<file path="src/hdl/rpsa_fifo.sv">
// Two-entry queue of W-bit words with push/full and pop/empty handshakes.
// No dependencies.
`timescale 1ns / 1ps
module rpsa_fifo #(
  parameter int W = 8
) (
  input  logic         clk,
  input  logic         rst_n,
  input  logic         push,
  input  logic [W-1:0] wdata,
  output logic         full,
  input  logic         pop,
  output logic [W-1:0] rdata,
  output logic         empty
);
  logic [W-1:0] mem_r [2];
  logic         wp_r, rp_r;
  logic [1:0]   cnt_r;
  logic         do_push, do_pop;

  assign full    = (cnt_r == 2'd2);
  assign empty   = (cnt_r == 2'd0);
  assign do_push = push && !full;
  assign do_pop  = pop && !empty;
  assign rdata   = mem_r[rp_r];

  always_ff @(posedge clk) begin
    if (!rst_n) begin
      wp_r  <= 1'b0;
      rp_r  <= 1'b0;
      cnt_r <= 2'd0;
    end else begin
      if (do_push) begin
        mem_r[wp_r] <= wdata;
        wp_r        <= ~wp_r;
      end
      if (do_pop) begin
        rp_r <= ~rp_r;
      end
      if (do_push && !do_pop) begin
        cnt_r <= cnt_r + 2'd1;
      end else if (do_pop && !do_push) begin
        cnt_r <= cnt_r - 2'd1;
      end
    end
  end
endmodule

</file>
<file path="config.mk">
export PLATFORM = sky130hd
export DESIGN_NAME = rpsa_fifo
export DESIGN_NICKNAME = d
export VERILOG_FILES = /design/src/hdl/rpsa_fifo.sv
export SDC_FILE = /design/constraint.sdc
export NUM_CORES = 1
export LEC_CHECK = 0
export BUFFER_PORTS_ARGS = -buffer_cell sky130_fd_sc_hd__clkbuf_2
export CELL_PAD_IN_SITES_DETAIL_PLACEMENT = 0
export CELL_PAD_IN_SITES_GLOBAL_PLACEMENT = 1
export CORE_MARGIN = 8
export CORE_UTILIZATION = 36
export DETAILED_ROUTE_END_ITERATION = 7
export GPL_TIMING_DRIVEN = 0
export HOLD_SLACK_MARGIN = 0.02
export PLACE_DENSITY = 0.83
export SYNTH_ARGS = -nofsm -noshare
export SYNTH_HDL_FRONTEND = slang
export SYNTH_SLANG_ARGS = --single-unit
</file>
<file path="constraint.sdc">
create_clock -name clk -period 1.6 [get_ports clk]
set_input_delay 0.16 -clock clk [delete_from_list [all_inputs] [get_ports clk]]
set_output_delay 0.16 -clock clk [all_outputs]
set_load 0.02 [all_outputs]
</file>
==> results.cfg <==
[sta]
skew_ns = 0.00756
worstMarginPinSlew_ns = 0.607
min_period_over_period_pct = 94.5
maxSlewViolCount = 0
setup_ws_ns = 0.0878
min_period_ns = 1.51
slew_headroom_pct = 59.3
finalHoldViolCount = 0
rsz0062_at_grt = no
setup_violations = 0
fmax_mhz = 661

[floorplanning]
core_area_um2 = 2150
design.die.area_um2 = 3980
pin_count = 22
die_w_um = 63.1
initial_core_util_pct = 37.2
die_y_um = 63.1
num_rows = 17

[placement]
hpwl_um = 1040
gp_congestion = 0.644
dpl.cell_count = 100
port_buffers = 21
place_ws_ns = -0.0738

[global_route]
grt_overflow = 0
grt_max_degree = 12
grt_use_total_pct = 7.87
antenna_found_initial = 0
grt_pass1_wl_um = 2540
grt_pass1_vias = 556

[pwr]
powerDensity_nw_per_um2 = 1490
peakVddDrop_mv = 0.754
power.leakage_nw = 0.396
p_total_mw = 1.49

[clock_network]
cts-root-buf = clkbuf_4
clk_pin_slew_ns = 0.11
cts_buffers = 3
cts_sinks = 21
htreeDepth = 1
cts_tree = done
clk_path_buf_depth = 2
ctsHoldBuffers = 0
worstSkewPairLatency_ns = 0.29

[critical_path]
crit_path_top_delay_cell = mux2_2
worstSetupStartpointType = flip-flop
critPathMaxFanout = 8
arrival_ns = 1.35
cpPeakStageDelay_ns = 0.36
cp_data_required_time_ns = 1.44
critPathCaptureType = primary output
worst-path-buf-inv = 2
worstPathCellList = buf_2 -> mux2_2 -> clkbuf_2
critPathKind = flip-flop to primary output
cpLargestDelayFamily = buffers and inverters

[logic_synthesis]
synth.top_cell.area_share_pct = 60.1
syn_area_um2 = 800
yosysUniqueCellTypes = 14
synthTopCellsByCount = edfxtp_1, mux2_2, dfxtp_1, nor2_1
async_flop_share_pct = 0
yosysTopAreaCell = edfxtp_1
synthesis.instances = 51
synth.avg_cell_area_um2 = 15.7
synthMostInstantiatedCell = edfxtp_1
seq_area_frac_synth_pct = 72.6
synth_seq_cells = 21
yosysWarnings = 0
syn_nets = 64
ys.flop_type = edfxtp_1
synth_edf_count = 16
synth_area_leaders = edfxtp_1, dfxtp_1, mux2_2, xor2_1, nor2_1

[status]
status = finished, final reports clean

[routing]
drt_pass1_iterations = 2
wl_um = 1430
routed_via_density = 4.51
drcViolationCount = 0
drtAntennaViolNets = 0
drtIter0Drc = 3
routedWlPerCell_um = 13.6
via_count = 474

[finish]
nets = 91
syn_to_final_growth_pct = 24.6
final_cells = 105
n_antenna_cell = 0
drive_above_1_share_pct = 49.4

[worst_hold_path]
hold_class = input pin to flip-flop

[run]
maxCapViolCount = 0
==> sequential cells by signal, summed over array words and instances (netlist names), named ones only <==
register / flops
wp_r: 1
mem_r: 16
rp_r: 1
cnt_r: 2
==> layout by cell type, fill, tap and decap left out <==
cell type / Yosys / routed
ha_1: 1 / 1
nor2_1: 5 / 5
dfxtp_2: 0 / 2
edfxtp_1: 16 / 16
dfxtp_1: 5 / 3
o21ai_1: 0 / 1
inv_1: 2 / 2
and3_1: 1 / 1
buf_4: 0 / 1
nor4_4: 0 / 1
clkbuf_4: 0 / 3
nor2b_4: 0 / 1
o21ai_0: 3 / 2
xor2_1: 3 / 3
mux2_2: 8 / 8
or3_1: 2 / 2
buf_2: 1 / 1
clkbuf_1: 0 / 1
clkbuf_2: 0 / 21
a21oi_1: 2 / 2
==> layout make-up <==
class / count / area [um^2]
Tap cell: 28 / 35.0
Buffer: 1 / 5.00
Multi-Input combinational cell: 27 / 226
Inverter: 2 / 7.51
Fill cell: 210 / 1150
Sequential cell: 21 / 583
Clock buffer: 4 / 26.3
Timing Repair Buffer: 22 / 113
==> cell families (layout without fill, tap and decap cells) <==
| family | Yosys count | count (layout) | synth area share (%) |
|---|---|---|---|
| xor+xnor | 3 | 3 | 3.29 |
| buf+inv | 3 | 29 | 1.56 |
| simple gates | 10 | 10 | 6.57 |
| mux | 8 | 8 | 11.3 |
| compound gates | 5 | 5 | 3.13 |
| flops | 21 | 21 | 72.6 |
| fa+ha+maj | 1 | 1 | 1.56 |
==> report_power, final <==
part	switching [mW]	internal, mW
Clock	0.146	0.0969
Sequential	0.0523	0.672
Combinational	0.290	0.228
Total	0.488	0.997
==> final timing paths <==
path                         startpoint                    end  slack [ns]  cells past startpoint
hold / removal                 wdata[1]  mem_r[1][1]$_DFFE_PP_        0.05                      1
setup reg to reg  cnt_r[1]$_SDFFE_PN0P_  cnt_r[1]$_SDFFE_PN0P_        0.12                      5
setup / recovery              flip-flop               rdata[1]        0.09                      3
hold reg to reg   cnt_r[1]$_SDFFE_PN0P_  cnt_r[1]$_SDFFE_PN0P_        0.51                      2
==> metrics by stage <==
stage	setup TNS, ns	utilization, %	cell area, um^2	hold slack (ns)
global route	0	46.4	996	0.0335
floorplan	0	-	811	0.259
detailed placement	-0.588	44.3	951	0.354
CTS	0	46.2	993	0.0401
global placement	-0.170	44.3	951	0.350
finish	0	46.4	996	0.0469
==> metal layers <==
metal  track usage, %  vias to the layer above  routed length [um]
met1             9.28                      219                 707
met4             3.42                        0                   0
met3             3.18                        0                  92
li1                 -                      238                   -
met2             12.3                       17                 633
met5                0                        -                   0
==> timing repair <==
action / in CTS / in global routing
setup endpoints to repair: 9 / 1
buffers inserted: 1 / 0
hold endpoints to repair: 0 / 0
gates resized for setup: 2 / 2
No activity file was read; power rests on OpenSTA's default activity.
