**config.mk**
```make
export PLATFORM = sky130hd
export DESIGN_NAME = rpsa_front
export DESIGN_NICKNAME = d
export VERILOG_FILES = /design/src/hdl/rpsa_pkg.sv /design/src/hdl/rpsa_fifo.sv /design/src/hdl/rpsa_front.sv
export SDC_FILE = /design/constraint.sdc
export NUM_CORES = 1
export LEC_CHECK = 0
export BUFFER_PORTS_ARGS = -buffer_cell sky130_fd_sc_hd__buf_2
export CAP_MARGIN = 20
export CORE_MARGIN = 1
export CORE_UTILIZATION = 50
export CTS_BUF_LIST = sky130_fd_sc_hd__clkbuf_8
export DETAILED_ROUTE_END_ITERATION = 12
export PLACE_DENSITY = 0.75
export SLEW_MARGIN = 20
export SYNTH_ARGS = -nofsm -noshare
export SYNTH_HDL_FRONTEND = slang
export SYNTH_SLANG_ARGS = --single-unit
```
**constraint.sdc**
```tcl
create_clock -name clk -period 2.3 [get_ports clk]
set_input_delay 0.46 -clock clk [delete_from_list [all_inputs] [get_ports clk]]
set_output_delay 0.46 -clock clk [all_outputs]
set_load 0.01 [all_outputs]
```
**src/hdl/rpsa_pkg.sv**
```systemverilog
// Types and constants of the palette slot allocator.
// No dependencies; used by every module of the block but rpsa_fifo.
`timescale 1ns / 1ps
package rpsa_pkg;

  typedef enum logic [2:0] {
    OP_CRES  = 3'd0,
    OP_CREL  = 3'd1,
    OP_STAGE = 3'd2,
    OP_GRES  = 3'd3,
    OP_GREL  = 3'd4
  } op_t;

  localparam logic [1:0] KIND_COLOR = 2'd0;
  localparam logic [1:0] KIND_GROUP = 2'd1;
  localparam logic [1:0] KIND_WRITE = 2'd2;

  localparam logic [15:0] SCOUNT_MAX = 16'hFFFF;
  localparam logic [7:0]  GCOUNT_MAX = 8'hFF;
  localparam logic [3:0]  WORD_LAST  = 4'd15;

  typedef struct packed {
    logic [2:0]  func;
    logic [15:0] color;
    logic [3:0]  position;
  } in_t;

  typedef struct packed {
    logic [1:0]  kind;
    logic        ok;
    logic [7:0]  index;
    logic [15:0] data;
    logic        last;
  } out_t;

  typedef struct packed {
    op_t         op;
    logic [15:0] color;
    logic [3:0]  pos;
  } cmd_t;

endpackage

```
**src/hdl/rpsa_fifo.sv**
```systemverilog
// Two-entry queue of W-bit words with push/full and pop/empty handshakes.
// No dependencies.
`timescale 1ns / 1ps
module rpsa_fifo #(
  parameter int W = 8
) (
  input  logic         clk,
  input  logic         rst_n,
  input  logic         push,
  input  logic [W-1:0] wdata,
  output logic         full,
  input  logic         pop,
  output logic [W-1:0] rdata,
  output logic         empty
);
  logic [W-1:0] mem_r [2];
  logic         wp_r, rp_r;
  logic [1:0]   cnt_r;
  logic         do_push, do_pop;

  assign full    = (cnt_r == 2'd2);
  assign empty   = (cnt_r == 2'd0);
  assign do_push = push && !full;
  assign do_pop  = pop && !empty;
  assign rdata   = mem_r[rp_r];

  always_ff @(posedge clk) begin
    if (!rst_n) begin
      wp_r  <= 1'b0;
      rp_r  <= 1'b0;
      cnt_r <= 2'd0;
    end else begin
      if (do_push) begin
        mem_r[wp_r] <= wdata;
        wp_r        <= ~wp_r;
      end
      if (do_pop) begin
        rp_r <= ~rp_r;
      end
      if (do_push && !do_pop) begin
        cnt_r <= cnt_r + 2'd1;
      end else if (do_pop && !do_push) begin
        cnt_r <= cnt_r - 2'd1;
      end
    end
  end
endmodule

```
**src/hdl/rpsa_front.sv**
```systemverilog
// Front end: accepts input transactions, drops those that do nothing and
// queues the rest as commands. Depends on rpsa_pkg and rpsa_fifo.
`timescale 1ns / 1ps
module rpsa_front (
  input  logic          clk,
  input  logic          rst_n,
  input  logic          push,
  input  rpsa_pkg::in_t in_item,
  output logic          full,
  input  logic          cmd_pop,
  output rpsa_pkg::cmd_t cmd,
  output logic          cmd_empty
);
  import rpsa_pkg::*;

  logic cmd_valid;
  cmd_t cmd_in;
  logic [$bits(cmd_t)-1:0] cmd_bits;

  // Undefined function codes and staging at position zero have no effect.
  always_comb begin
    cmd_valid = 1'b0;
    if (in_item.func inside {[3'd0:3'd4]}) begin
      cmd_valid = !((in_item.func == OP_STAGE) && (in_item.position == 4'd0));
    end
    cmd_in.op    = op_t'(in_item.func);
    cmd_in.color = in_item.color;
    cmd_in.pos   = in_item.position;
  end

  rpsa_fifo #(.W($bits(cmd_t))) u_cmdq (
    .clk   (clk),
    .rst_n (rst_n),
    .push  (push && cmd_valid),
    .wdata (cmd_in),
    .full  (full),
    .pop   (cmd_pop),
    .rdata (cmd_bits),
    .empty (cmd_empty)
  );

  assign cmd = cmd_t'(cmd_bits);
endmodule

```
==> flow_summary.yaml <==
clocking:
  cts_made_buffers: 5
  h-tree-depth: 2
  cts_root_buffer: "clkbuf_8"
  path_clk_slew_ns: 0.08
  clockBufferDepth: 2
  holdBufCountCts: 0
  insertion_delay_ns: 0.29
  clkSinkCount: 51
  cts_tree: "yes"
  cts_resized: 0
  postCtsSetupRepairBufs: 0
logic_synthesis:
  synth_top_cell_by_area: "edfxtp_1"
  yosysWarningCount: 0
  yosys.area.top_type_share_pct: 71.6
  syn_nets: 127
  ys_seq_area_share_pct: 76.8
  yosys-top-cells-area: "edfxtp_1 (72%), mux2_2 (13%), dfxtp_1 (5.2%)"
  ys_ff_latch: 51
  synth_common_cells: "edfxtp_1 (46), mux2_2 (23), dfxtp_1 (5)"
  syn_area_um2: 1930
  postSynthAreaPerCell_um2: 19.5
  synth_edf_count: 46
  synthCells: 99
  ys.flop_type: "edfxtp_1"
  yosysUniqueCellTypes: 23
  synth_most_common_cell: "edfxtp_1"
  synth-async-reset-ratio_pct: 0
cells_and_area:
  area_growth_pct: 25.3
  nNetsFinal: 188
  stdcell_count: 209
  antenna_cells: 0
  drive_above_1_share_pct: 55.3
job:
  max_cap_violations: 0
sta:
  fmax_mhz: 513
  fin_tns_setup_ns: 0
  period_minus_slack_ns: 1.95
  rsz0062_at_grt: "no"
  clock_skew_ns: 0.00403
  period_share_pct: 84.7
  worstMarginPinSlew_ns: 0.333
  setup_viol: 0
  slew_headroom_pct: 77.6
  final_max_slew_viol_count: 0
  hold_viol: 0
power:
  ir_drop_mv: 0.843
  leakage_nw: 0.927
  total_power_w: 0.00244
  power_density_nw_per_um2: 1010
placement:
  place_congestion: 0.777
  port_buffers: 51
  dp_hpwl_um: 2100
  place_inst: 201
global_routing:
  gr-usage-all-layers_pct: 16.2
  grt_pass1_vias: 1063
  antenna_found_initial: 0
  grt_max_degree: 20
  grt_pass1_wl_um: 4860
  overflow: 0
floorplan:
  fp.dieW_um: 64.1
  die_h_um: 64.1
  coreArea_um2: 3690
  dieArea_um2: 4110
  initial_core_util_pct: 52.3
  ioPinCount: 52
  rows: 22
detailed_routing:
  vias_per_cell: 5.04
  drtPass1Iterations: 4
  post_drt_wl_per_cell_um: 14.5
  drc_errors: 0
  drtAntennaViolNets: 0
  drtIter0Drc: 31
  routed_wl_um: 3040
  dr_total_vias: 1053
critical_path:
  cp-end-kind: "primary output"
  path_class: "register to primary output"
  critPathArrivalTime_ns: 1.49
  path_max_fanout: 18
  worst-r2r-setup-slack_ns: 0.57
  required_ns: 1.84
  worst_r2r_path_depth: 6
  regToRegStartpoint: "u_cmdq.cnt_r[1]$_SDFFE_PN0P_"
  timing.rr.end: "u_cmdq.cnt_r[1]$_SDFFE_PN0P_"
  startpoint_type: "register"
  endpoint: "cmd[3]"
min_path:
  hp-class: "input port to register"
run_status:
  outcome: "finished, final reports clean"
## layout by cell type (no fill, tap or decap), types with 2 or more instances in the layout
cell type / n
o21ai_0: 2
mux2_2: 23
buf_4: 4
clkbuf_8: 5
nor2_1: 3
dfxtp_1: 5
xor2_1: 2
bufinv_16: 2
buf_2: 51
edfxtp_1: 46
inv_1: 2
## state kept, by name, summed over array words and instances (netlist names), named ones only
name,count
u_cmdq.cnt_r,2
u_cmdq.mem_r,46
u_cmdq.rp_r,1
u_cmdq.wp_r,1
## metal layers
metal  GRT usage, %  wire length (um)
met4           4.44                29
met3           4.64               142
met2           30.3              1650
met5              0                 0
met1           17.6              1220
## cells by family after synthesis
group	Yosys count	synth area share, %
flip-flops	51	76.8
buffers and inverters	3	0.713
adder cells (fa/ha/maj)	1	0.648
XOR/XNOR	3	1.36
AO/OA/AOI/OAI	5	1.56
AND/OR/NAND/NOR	13	5.51
multiplexers	23	13.4
## final cells by class
type                            instances  area, um^2
Sequential cell                        51        1480
Timing Repair Buffer                   56         305
Fill cell                             275        1270
Inverter                                1        3.75
Multi-Input combinational cell         45         434
Tap cell                               48        60.1
Clock buffer                            5        68.8
Clock inverter                          3        63.8
## worst max-delay path, cell delays in order, from the launching register on
cell and delay, ns:
dfxtp_1 0.49, buf_12 0.20, mux2_2 0.35, buf_2 0.14
## how the worst min path moves through the flow
stage	depth (start not counted)	from	to
after floorplan	2	u_cmdq.rp_r$_SDFFE_PN0P_	register
after global placement	2	u_cmdq.wp_r$_SDFFE_PN0P_	u_cmdq.wp_r$_SDFFE_PN0P_
after detailed placement	2	u_cmdq.wp_r$_SDFFE_PN0P_	u_cmdq.wp_r$_SDFFE_PN0P_
after CTS	1	in_item[4]	u_cmdq.mem_r[1][4]$_DFFE_PP_
after global routing	1	in_item[4]	u_cmdq.mem_r[0][4]$_DFFE_PP_
final	1	in_item[4]	u_cmdq.mem_r[1][4]$_DFFE_PP_
## power by group
part	switching, W	leakage [nW]	internal [W]
clock	0.000265	0.0695	0.000430
combinational	0.000282	0.398	0.000318
sequential	0.0000513	0.459	0.00109
## stage by stage
step / hold slack, ns / worst slack, ns / instance area [um^2] / util, %
2_1_floorplan: 0.472 / 0.255 / 1930 / -
3_3_place_gp: 0.480 / 0.275 / 2280 / 61.9
3_5_place_dp: 0.497 / 0.190 / 2280 / 61.9
4_1_cts: 0.346 / 0.340 / 2420 / 65.5
5_1_grt: 0.339 / 0.260 / 2420 / 65.5
6_report: 0.352 / 0.352 / 2420 / 65.5
No activity file was read; power rests on OpenSTA's default activity.
